==> config.mk <==
export PLATFORM = sky130hd
export DESIGN_NAME = sgr_width_ram
export DESIGN_NICKNAME = d
export VERILOG_FILES = /design/src/rtl/sgr_pkg.sv /design/src/rtl/sgr_width_ram.sv
export SDC_FILE = /design/constraint.sdc
export NUM_CORES = 2
export LEC_CHECK = 0
export ABC_AREA = 1
export BUFFER_PORTS_ARGS = -buffer_cell sky130_fd_sc_hd__buf_2
export CORE_MARGIN = 4
export CORE_UTILIZATION = 61
export DETAILED_ROUTE_END_ITERATION = 12
export PLACE_DENSITY = 0.77
export SYNTH_ARGS = -nofsm -noshare
export SYNTH_HDL_FRONTEND = slang
export SYNTH_SLANG_ARGS = --single-unit
==> constraint.sdc <==
create_clock -name clk -period 1.8 [get_ports clk]
set_input_delay 0.36 -clock clk [delete_from_list [all_inputs] [get_ports clk]]
set_output_delay 0.36 -clock clk [all_outputs]
set_load 0.02 [all_outputs]
==> src/rtl/sgr_pkg.sv <==
`default_nettype none
package sgr_pkg;

    localparam int MAX_HEIGHT_DEF = 16;
    localparam int CHAR_COUNT_DEF = 256;

    localparam int OP_W   = 2;
    localparam int CODE_W = 8;
    localparam int ROW_W  = 4;
    localparam int BITS_W = 32;
    localparam int CWID_W = 6;
    localparam int POS_W  = 16;
    localparam int HGT_W  = 5;
    localparam int MASK_W = 33;

    localparam logic [HGT_W-1:0] HEIGHT_RESET = 5'd8;

    typedef enum logic [OP_W-1:0] {
        OP_LOAD_ROW  = 2'd0,
        OP_SET_WIDTH = 2'd1,
        OP_DRAW      = 2'd2
    } op_t;

    typedef enum logic [1:0] {
        ST_IDLE,
        ST_WIDTH,
        ST_ROWS,
        ST_ULINE
    } seq_state_t;

    typedef struct packed {
        logic [CODE_W-1:0]       code;
        logic signed [POS_W-1:0] pos_x;
        logic signed [POS_W-1:0] pos_y;
        logic                    bold;
        logic                    italic;
        logic                    underline;
    } draw_cmd_t;

endpackage
`default_nettype wire

==> src/rtl/sgr_width_ram.sv <==
`default_nettype none
module sgr_width_ram #(
    parameter int CHAR_COUNT = 256,
    localparam int IW = $clog2(CHAR_COUNT)
) (
    input  logic                       clk,
    input  logic                       rst_n,
    input  logic                       we,
    input  logic [IW-1:0]              waddr,
    input  logic [sgr_pkg::CWID_W-1:0] wdata,
    input  logic                       re,
    input  logic [IW-1:0]              raddr,
    output logic [sgr_pkg::CWID_W-1:0] rdata
);
    import sgr_pkg::*;

    logic [CWID_W-1:0]     mem [CHAR_COUNT];
    logic [CWID_W-1:0]     rdata_reg;
    logic [CHAR_COUNT-1:0] valid_reg;
    logic                  rvalid_reg;

    always_ff @(posedge clk)
    begin
        if (we)
        begin
            mem[waddr] <= wdata;
        end
        if (re)
        begin
            rdata_reg <= mem[raddr];
        end
    end

    // entries never written read as zero
    always_ff @(posedge clk or negedge rst_n)
    begin
        if (!rst_n)
        begin
            valid_reg  <= '0;
            rvalid_reg <= 1'b0;
        end
        else
        begin
            if (we)
            begin
                valid_reg[waddr] <= 1'b1;
            end
            if (re)
            begin
                rvalid_reg <= valid_reg[raddr];
            end
        end
    end

    assign rdata = rvalid_reg ? rdata_reg : '0;

endmodule
`default_nettype wire

==> out/qor.csv <==
metric,value,unit
status,"complete, but fails checks",
violations,negative setup slack,
clockBufferDepth,3,
hold_viol,0,
via_per_inst,6.39,
wl_per_cell,25.2,microns
critPathMaxStageDelay,0.65,ns
cts_tree,built,
slew_viol_final,0,
path_buf_inv,2,
power,90.7,mW
ys_ff_latch,1799,
period_share,121,%
clk_pin_slew,0.06,ns
synth_top_area_share,63.6,%
largest_reg_flops,1536,
grt_pass1_wl,312000,microns
dp_hpwl,126000,microns
fillers,7080,
root_buffer,clkbuf_16,
dp.cells,7954,
synth_area,72800,sq um
ios,32,
relSlewSlack,60.8,%
mostFrequentLayoutCell,edfxtp_1,
clock_skew,0.0340,ns
drive_above_1_share,20.5,%
worstPathCellList,nand2_4 > inv_2 > buf_6,
rrSetupSlack,-0.01,ns
crit_family,flip-flops,
firstDrtPassIters,6,
antenna_found_initial,7,
cts_sinks,1799,
vias,53007,
setup_violations,7,
path_class,register to output port,
cts_buffers,175,
cp_max_fo,7,
drtIter0Drc,7518,
yosysUniqueCellTypes,21,
htree_levels,4,
grt_start_max_net_pins,81,
register_area,52700,sq um
fin_crit,2.18,ns
rows,126,
dieArea,125000,sq um
fin_nets,6633,
gp_congestion,0.938,
track_usage,32.8,%
slowest_stage,dfrtp_4,
rsz0062_at_grt,true,
multiInputGateArea,18400,sq um
final_cell_mix,"1,542 x edfxtp_1, 986 x nor2_1, 794 x nand2_1, 565 x nand3_1, 525 x o21ai_0",
grt_pass1_vias,52316,
synth_cells,6132,
remaining_drc_errors,0,
fin_cells,8299,
synth_area_leaders,"edfxtp_1 64%, dfrtp_1 8.8%, nor2_1 5.1%, nand3_1 4.4%, o21ai_0 4.4%",
finalWorstSetupSlack,-0.376,ns
drv_cap,0,
hold_path.class,primary input to async pin,
power.density,1040,nW/um^2
ant_nets,0,
peakVddDrop,1090,uV
clk_latency,0.81,ns
synth_area_leader_cell,edfxtp_1,
synth_seq_area_share,72.4,%
yosys_warnings,0,
utilization,73.4,%
start_util,61.6,%
core-area,118000,sq um
critPathCaptureType,output port,
startpoint_type,register,
dieHeight,354,microns
fmax,460,MHz
synth_nets,6158,
fin_setup_tns,-2.04,ns
fp.dieW,354,microns
avgSynthCellArea,11.9,sq um
cp.required,1.44,ns
grt_overflow_total,0,
area_delta_synth_final,19.2,%
pre_cts_ws,-1.02,ns
tightest_slew,0.588,ns
wl,209000,microns
leakagePower,32.5,nW
portBuffers,31,
critPathArrivalTime,1.82,ns
power breakdown:
part	leakage [nW]	switching (mW)	internal (mW)
sequential	17.4	0.322	45.8
clock	2.89	15.6	21.8
combinational	12.2	4.63	2.48
total	32.5	20.6	70.1
synth_stat cells:
library cell	n
edfxtp_1	1542
nor2_1	991
nand2_1	825
nand3_1	637
o21ai_0	637
o22ai_1	354
dfrtp_1	257
or2_2	256
clkbuf_1	196
buf_2	109
o21ai_1	101
inv_1	72
buf_1	42
buf_4	41
a21oi_1	30
buf_6	29
clkbuf_2	6
inv_2	3
buf_8	2
buf_12	1
inv_4	1
metal layers:
layer | part of all wire (%) | global-route usage (%)
met1 | 36 | 43.5
met2 | 47 | 51.1
met3 | 13 | 8.37
met4 | 5.2 | 16.3
met5 | 0.011 | 0
repair_timing:
action                     in CTS  in global routing
hold endpoints to repair      329                  0
hold buffers                    7                  0
cloned                          0                  3
setup endpoints to repair      12                 13
setup buffers                   0                  3
gates resized for setup        74                228
pin swaps                       4                 30
through the flow:
step / area, sq um / hold slack [ns]
after global routing: 86800 / 0.0349
after CTS: 86100 / 0.0259
after floorplan: 72900 / 0.0644
after global placement: 79900 / 0.282
final: 86800 / 0.0455
after detailed placement: 79900 / 0.292
cell type report:
cell class	instances	area share [%]
well taps	1536	2.21
flip-flops and latches	1799	60.8
diodes	5	0.0144
clock buffers	253	5.88
inverters	76	0.388
clock inverters	75	0.897
repair buffers	722	8.63
repair inverters	2	0.0259
multi-input cells	3831	21.2
path summary, 6_finish.rpt:
kind | from | end | depth (start not counted)
setup / recovery | rvalid_reg$_DFFE_PN0P_ | rdata[0] | 3
setup reg to reg | mem[241][0]$_DFFE_PP_ | rdata_reg[0]$_DFFE_PP_ | 10
hold reg to reg | valid_reg[114]$_DFFE_PN0P_ | valid_reg[114]$_DFFE_PN0P_ | 1
hold / removal | rst_n | valid_reg[239]$_DFFE_PN0P_ | 2
max in group asynchronous | rst_n | valid_reg[86]$_DFFE_PN0P_ | 3
min in group clk | wdata[2] | mem[111][2]$_DFFE_PP_ | 1
kinds of logic after synthesis:
logic type	after synthesis	synth area share (%)
AO/OA/AOI/OAI	1122	8.32
buffers and inverters	502	3.35
flip-flops	1799	72.4
AND/OR/NAND/NOR	2709	15.9
No activity file was read; power rests on OpenSTA's default activity.
