--- src/rtl/sgr_pkg.sv ---
`default_nettype none
package sgr_pkg;

    localparam int MAX_HEIGHT_DEF = 16;
    localparam int CHAR_COUNT_DEF = 256;

    localparam int OP_W   = 2;
    localparam int CODE_W = 8;
    localparam int ROW_W  = 4;
    localparam int BITS_W = 32;
    localparam int CWID_W = 6;
    localparam int POS_W  = 16;
    localparam int HGT_W  = 5;
    localparam int MASK_W = 33;

    localparam logic [HGT_W-1:0] HEIGHT_RESET = 5'd8;

    typedef enum logic [OP_W-1:0] {
        OP_LOAD_ROW  = 2'd0,
        OP_SET_WIDTH = 2'd1,
        OP_DRAW      = 2'd2
    } op_t;

    typedef enum logic [1:0] {
        ST_IDLE,
        ST_WIDTH,
        ST_ROWS,
        ST_ULINE
    } seq_state_t;

    typedef struct packed {
        logic [CODE_W-1:0]       code;
        logic signed [POS_W-1:0] pos_x;
        logic signed [POS_W-1:0] pos_y;
        logic                    bold;
        logic                    italic;
        logic                    underline;
    } draw_cmd_t;

endpackage
`default_nettype wire

--- src/rtl/sgr_if.sv ---
`default_nettype none


interface sgr_span_if;
    import sgr_pkg::*;

    logic                     valid;
    logic                     ready;
    logic signed [POS_W-1:0]  span_x;
    logic signed [POS_W-1:0]  span_y;
    logic [MASK_W-1:0]        span_mask;
    logic                     last;

    modport source (
        output valid, span_x, span_y, span_mask, last,
        input  ready
    );

    modport sink (
        input  valid, span_x, span_y, span_mask, last,
        output ready
    );
endinterface
`default_nettype wire

--- src/rtl/sgr_draw_seq.sv ---
`default_nettype none
module sgr_draw_seq #(
    parameter int MAX_HEIGHT = 16,
    parameter int CHAR_COUNT = 256,
    localparam int HW = $clog2(MAX_HEIGHT + 1),
    localparam int DEPTH = CHAR_COUNT * MAX_HEIGHT,
    localparam int AW = (DEPTH > 1) ? $clog2(DEPTH) : 1
) (
    input  logic                        clk,
    input  logic                        rst_n,
    input  logic                        start,
    input  sgr_pkg::draw_cmd_t          cmd,
    input  logic [HW-1:0]               height,
    input  logic [sgr_pkg::CWID_W-1:0]  width_rdata,
    output logic                        glyph_re,
    output logic [AW-1:0]               glyph_raddr,
    input  logic [sgr_pkg::BITS_W-1:0]  glyph_rdata,
    output logic                        idle,
    sgr_span_if.source                  span
);
    import sgr_pkg::*;

    seq_state_t        state_reg, state_next;
    draw_cmd_t         cmd_reg;
    logic [HW-1:0]     h_reg;
    logic [AW-1:0]     base_reg;
    logic [MASK_W-1:0] lenmask_reg;
    logic [HW-1:0]     issue_v_reg, issue_v_next;
    logic [HW-1:0]     out_v_reg, out_v_next;
    logic              pend_reg, pend_next;
    logic              out_valid_reg, out_valid_next;
    logic [POS_W-1:0]  sx_reg, sx_next;
    logic [POS_W-1:0]  sy_reg, sy_next;
    logic [MASK_W-1:0] mask_reg, mask_next;
    logic              last_reg, last_next;

    logic [CWID_W:0]   n;
    logic [MASK_W-1:0] lenmask_calc;
    logic              out_free;
    logic              take;
    logic              row_done;
    logic [HW-1:0]     slope;
    logic [MASK_W-1:0] row_ext;
    logic [MASK_W-1:0] row_mask;

    // span length is width plus bold, capped at the full mask
    assign n = {1'b0, width_rdata} + {{CWID_W{1'b0}}, cmd_reg.bold};
    assign lenmask_calc = (n >= 7'd33) ? {MASK_W{1'b1}}
                                       : MASK_W'((64'd1 << n) - 64'd1);

    assign out_free = !out_valid_reg || span.ready;
    assign take     = (state_reg == ST_ROWS) && pend_reg && out_free;
    assign row_done = (out_v_reg == h_reg - HW'(1));

    assign slope    = cmd_reg.italic ? ((h_reg - out_v_reg) >> 2) : '0;
    assign row_ext  = {1'b0, glyph_rdata};
    assign row_mask = (cmd_reg.bold ? (row_ext | (row_ext << 1)) : row_ext) & lenmask_reg;

    assign glyph_raddr = base_reg + AW'(issue_v_reg);
    assign idle        = (state_reg == ST_IDLE);

    always_comb
    begin
        state_next     = state_reg;
        issue_v_next   = issue_v_reg;
        out_v_next     = out_v_reg;
        pend_next      = pend_reg;
        out_valid_next = out_valid_reg && !span.ready;
        sx_next        = sx_reg;
        sy_next        = sy_reg;
        mask_next      = mask_reg;
        last_next      = last_reg;
        glyph_re       = 1'b0;

        case (state_reg)
            ST_IDLE:
            begin
                if (start)
                begin
                    issue_v_next = '0;
                    out_v_next   = '0;
                    pend_next    = 1'b0;
                    state_next   = ST_WIDTH;
                end
            end
            ST_WIDTH:
            begin
                if (h_reg != '0)
                begin
                    glyph_re     = 1'b1;
                    issue_v_next = HW'(1);
                    pend_next    = 1'b1;
                    state_next   = ST_ROWS;
                end
                else if (cmd_reg.underline)
                begin
                    state_next = ST_ULINE;
                end
                else
                begin
                    state_next = ST_IDLE;
                end
            end
            ST_ROWS:
            begin
                if (take)
                begin
                    out_valid_next = 1'b1;
                    sx_next        = $unsigned(cmd_reg.pos_x) + POS_W'(slope);
                    sy_next        = $unsigned(cmd_reg.pos_y) + POS_W'(out_v_reg);
                    mask_next      = row_mask;
                    last_next      = !cmd_reg.underline && row_done;
                    out_v_next     = out_v_reg + HW'(1);
                    pend_next      = 1'b0;
                    if (row_done)
                    begin
                        state_next = cmd_reg.underline ? ST_ULINE : ST_IDLE;
                    end
                end
                // next row read goes out as soon as the held row is consumed
                if ((issue_v_reg != h_reg) && (!pend_reg || take))
                begin
                    glyph_re     = 1'b1;
                    issue_v_next = issue_v_reg + HW'(1);
                    pend_next    = 1'b1;
                end
            end
            ST_ULINE:
            begin
                if (out_free)
                begin
                    out_valid_next = 1'b1;
                    sx_next        = $unsigned(cmd_reg.pos_x);
                    sy_next        = $unsigned(cmd_reg.pos_y) + POS_W'(h_reg) + POS_W'(1);
                    mask_next      = lenmask_reg;
                    last_next      = 1'b1;
                    state_next     = ST_IDLE;
                end
            end
            default:
            begin
                state_next = ST_IDLE;
            end
        endcase
    end

    always_ff @(posedge clk or negedge rst_n)
    begin
        if (!rst_n)
        begin
            state_reg     <= ST_IDLE;
            issue_v_reg   <= '0;
            out_v_reg     <= '0;
            pend_reg      <= 1'b0;
            out_valid_reg <= 1'b0;
        end
        else
        begin
            state_reg     <= state_next;
            issue_v_reg   <= issue_v_next;
            out_v_reg     <= out_v_next;
            pend_reg      <= pend_next;
            out_valid_reg <= out_valid_next;
        end
    end

    always_ff @(posedge clk)
    begin
        if ((state_reg == ST_IDLE) && start)
        begin
            cmd_reg  <= cmd;
            h_reg    <= height;
            base_reg <= AW'({24'b0, cmd.code} * 32'(MAX_HEIGHT));
        end
        if (state_reg == ST_WIDTH)
        begin
            lenmask_reg <= lenmask_calc;
        end
        sx_reg   <= sx_next;
        sy_reg   <= sy_next;
        mask_reg <= mask_next;
        last_reg <= last_next;
    end

    assign span.valid     = out_valid_reg;
    assign span.span_x    = sx_reg;
    assign span.span_y    = sy_reg;
    assign span.span_mask = mask_reg;
    assign span.last      = last_reg;

endmodule
`default_nettype wire

--- src/flat_wrapper.sv ---
// flat-port wrapper written by rule: the top's interface ports become plain ports
module sgr_draw_seq_flat import sgr_pkg::*;
#(
    parameter int MAX_HEIGHT = 16,
    parameter int CHAR_COUNT = 256,
    localparam int HW = $clog2(MAX_HEIGHT + 1),
    localparam int DEPTH = CHAR_COUNT * MAX_HEIGHT,
    localparam int AW = (DEPTH > 1) ? $clog2(DEPTH) : 1
)
  (clk, rst_n, start, cmd, height, width_rdata, glyph_re, glyph_raddr, glyph_rdata, idle, span_valid, span_span_x, span_span_y, span_span_mask, span_last, span_ready);
  sgr_span_if span_i ();
  input  logic clk;
  input  logic rst_n;
  input  logic start;
  input  sgr_pkg::draw_cmd_t cmd;
  input  logic [HW-1:0] height;
  input  logic [sgr_pkg::CWID_W-1:0] width_rdata;
  output logic glyph_re;
  output logic [AW-1:0] glyph_raddr;
  input  logic [sgr_pkg::BITS_W-1:0] glyph_rdata;
  output logic idle;
  output wire logic [$bits(span_i.valid)-1:0] span_valid;
  output wire logic [$bits(span_i.span_x)-1:0] span_span_x;
  output wire logic [$bits(span_i.span_y)-1:0] span_span_y;
  output wire logic [$bits(span_i.span_mask)-1:0] span_span_mask;
  output wire logic [$bits(span_i.last)-1:0] span_last;
  input wire logic [$bits(span_i.ready)-1:0] span_ready;
  assign span_valid = span_i.valid;
  assign span_span_x = span_i.span_x;
  assign span_span_y = span_i.span_y;
  assign span_span_mask = span_i.span_mask;
  assign span_last = span_i.last;
  assign span_i.ready = span_ready;
  sgr_draw_seq #(.MAX_HEIGHT(MAX_HEIGHT), .CHAR_COUNT(CHAR_COUNT)) u_core (.clk(clk), .rst_n(rst_n), .start(start), .cmd(cmd), .height(height), .width_rdata(width_rdata), .glyph_re(glyph_re), .glyph_raddr(glyph_raddr), .glyph_rdata(glyph_rdata), .idle(idle), .span(span_i));
endmodule
--- config.mk ---
export PLATFORM = sky130hd
export DESIGN_NAME = sgr_draw_seq_flat
export DESIGN_NICKNAME = d
export VERILOG_FILES = /design/src/rtl/sgr_pkg.sv /design/src/rtl/sgr_if.sv /design/src/rtl/sgr_draw_seq.sv /design/src/flat_wrapper.sv
export SDC_FILE = /design/constraint.sdc
export NUM_CORES = 1
export LEC_CHECK = 0
export BUFFER_PORTS_ARGS = -buffer_cell sky130_fd_sc_hd__clkbuf_2
export CORE_MARGIN = 2
export CORE_UTILIZATION = 44
export DETAILED_ROUTE_END_ITERATION = 12
export GPL_TIMING_DRIVEN = 0
export PLACE_DENSITY = 0.66
export REMOVE_ABC_BUFFERS = 1
export SYNTH_ARGS = -nofsm -noshare
export SYNTH_HDL_FRONTEND = slang
export SYNTH_SLANG_ARGS = --single-unit
--- constraint.sdc ---
create_clock -name clk -period 6.93 [get_ports clk]
set_clock_uncertainty 0.1 [all_clocks]
set_input_delay 0.3465 -clock clk [delete_from_list [all_inputs] [get_ports clk]]
set_output_delay 0.3465 -clock clk [all_outputs]
set_load 0.03 [all_outputs]
==> impl_metrics.tcl <==
set metrics [dict create \
    diodes 0 \
    final_common_cell "clkbuf_2" \
    cts_htree_levels 4 \
    clock_sinks 161 \
    maxSlewHeadroom_pct 17.3 \
    ys.flop_type "edfxtp_1" \
    cap_violations 0 \
    period_share_pct 72.8 \
    worstPathMaxFanout 34 \
    nets 1088 \
    synth_edf_count 147 \
    placed_area_um2 9850 \
    worstPathArrival_ps 5120 \
    tightestPinTransition_ps 1240 \
    hold_violations 0 \
    antenna_found_initial 0 \
    root_buffer "clkbuf_16" \
    post-route-cell-area_um2 10900 \
    crit_path_start_kind "flip-flop" \
    path_class "reg -> reg" \
    tns_ps 0 \
    start_util_pct 45.0 \
    drt_first_pass_iters 5 \
    die-area_um2 21000 \
    grt_pass1_vias 6503 \
    overflow 0 \
    leakagePower_nw 4.13 \
    drc 0 \
    critPathCaptureType "flip-flop" \
    fp.dieW_um 145 \
    viasPerCell 5.41 \
    ys_ff_latch 161 \
    seq_area_frac_synth_pct 54.4 \
    grt_usage_pct 20.3 \
    cts_tree "built" \
    synth.avg_cell_area_um2 11.4 \
    io_pins 171 \
    required_ps 7000 \
    pwr_density_cell_nw_per_um2 361 \
    maxSlewViolCount 0 \
    wl_per_cell_um 16.9 \
    setup_viol 0 \
    drt_iter0_markers 452 \
    insertion_delay_ps 430 \
    area_growth_pct 24.1 \
    die-height_um 145 \
    dp_hpwl_mm 15.5 \
    fp.coreArea_um2 19500 \
    drive_gt1_share_pct 23.9 \
    grt_max_degree 41 \
    yosysWarnings 0 \
    wl_mm 21.0 \
    cts.clk_slew.worst_paths_ps 60 \
    cts_buffers 17 \
    synth-async-reset-ratio_pct 8.70 \
    post-cts-setup-buffers 0 \
    period_minus_slack_ps 5040 \
    postCtsResizedCells 0 \
    status "completed" \
    place.gp.congestion 0.931 \
    max-clock-path-buffers 2 \
    num_rows 51 \
    port_buffers 170 \
    rsz0062_at_grt "no" \
    vias 6722 \
    largest_reg_flops 35 \
    final_cell_mix "clkbuf_2, edfxtp_1, nand2_1" \
    min_path_type "in -> reg" \
    grt_pass1_wl_mm 33.6 \
    peakVddDrop_v 0.000176 \
    ant_nets 0 \
    yosysUniqueCellTypes 76 \
    syn_area_um2 8750 \
    hold_buffers 42 \
    syn_inst 767 \
    fmax_ghz 0.198 \
]
-- metrics by stage --
stage | power [mW] | util, % | worst slack, ps | hold slack (ps) | instances
4_1_cts | 3.95 | 55.8 | 1940 | 0.0252 | 1243
3_3_place_gp | 2.96 | 50.1 | 138 | 188 | 1164
3_5_place_dp | 3.00 | 50.6 | 1960 | 186 | 1169
5_1_grt | 4.14 | 55.8 | 1490 | 2.90 | 1243
2_1_floorplan | 2.56 | - | 1990 | -49.1 | 729
6_report | 3.92 | 55.8 | 1890 | 11.2 | 1243
-- path summary, 6_finish.rpt --
path                                                          start                                   end  slack (ps)  cells after the start
worst max-delay path                    u_core.cmd_reg[2]$_DFFE_PP_  u_core.lenmask_reg[30]$_SDFFCE_PP1P_        1890                      9
worst min-delay path                                        cmd[20]          u_core.cmd_reg[20]$_DFFE_PP_          10                      1
worst max register to register          u_core.cmd_reg[2]$_DFFE_PP_  u_core.lenmask_reg[30]$_SDFFCE_PP1P_        1890                      9
worst min register to register  u_core.lenmask_reg[5]$_SDFFCE_PP1P_    u_core.span.span_mask[5]$_DFFE_PP_         430                      1
max in group asynchronous                                     rst_n       u_core.state_reg[1]$_DFFE_PN0P_        6160                      2
min in group asynchronous                                     rst_n     u_core.issue_v_reg[0]$_DFFE_PN0P_         290                      2
-- where the power goes --
| group | internal, mW | switching (mW) | leakage (nW) |
|---|---|---|---|
| combinational | 0.464 | 0.954 | 2.32 |
| sequential | 1.44 | 0.131 | 1.52 |
| clock | 0.539 | 0.389 | 0.290 |
-- kinds of logic (layout without fill, tap and decap cells) --
| logic type | count (synthesis) | count (layout) | synth area share [%] |
|---|---|---|---|
| AND/OR/NAND/NOR | 242 | 242 | 14.1 |
| buffers and inverters | 68 | 279 | 3.47 |
| AO/OA/AOI/OAI | 190 | 190 | 15.3 |
| XOR/XNOR | 58 | 58 | 5.89 |
| adder cells (fa/ha/maj) | 34 | 34 | 5.09 |
| flip-flops | 161 | 161 | 54.4 |
| multiplexers | 14 | 14 | 1.67 |
-- Yosys cell counts (all sizes together) (6+ instances only) --
| cell | instances | area (um2) |
|---|---|---|
| nor3 | 14 | 70.1 |
| nand2b | 7 | 43.8 |
| nor2b | 39 | 244 |
| dfrtp | 14 | 350 |
| xnor2 | 40 | 358 |
| a21oi | 34 | 170 |
| mux2i | 9 | 90.1 |
| o211ai | 6 | 45.0 |
| edfxtp | 147 | 4410 |
| clkbuf | 23 | 86.3 |
| inv | 29 | 109 |
| nand2 | 57 | 214 |
| xor2 | 18 | 158 |
| nor2 | 48 | 180 |
| or2 | 9 | 56.3 |
| or3 | 8 | 50.1 |
| o21a | 9 | 67.6 |
| ha | 30 | 375 |
| a21o | 8 | 60.1 |
| a211oi | 35 | 263 |
| o31ai | 7 | 57.6 |
| o21ai | 43 | 230 |
| nand3 | 29 | 145 |
| buf | 15 | 105 |
-- layer usage --
metal  global-route usage, %  share of wire [%]
met2                    34.9                 50
met1                    24.8                 41
met5                       0                  0
met3                    3.93                5.3
met4                    8.91                3.1
-- critical path: stages, from the launching register on --
cell	delay [ps]
edfxtp_1	1170
ha_1	310
ha_1	650
nand2_1	370
o31ai_1	520
a211oi_1	160
or2_2	390
o41ai_4	470
or4b_1	490
mux2i_1	140
-- cell type report --
cell class,instances,area [um2]
clock inverter,13,154
clock buffer,19,433
fill,1652,8600
sequential,161,4760
multi-input combinational,538,3700
inverter,30,113
timing repair buffer,217,1360
tap,265,332
Power figures use the tool's default switching activity.
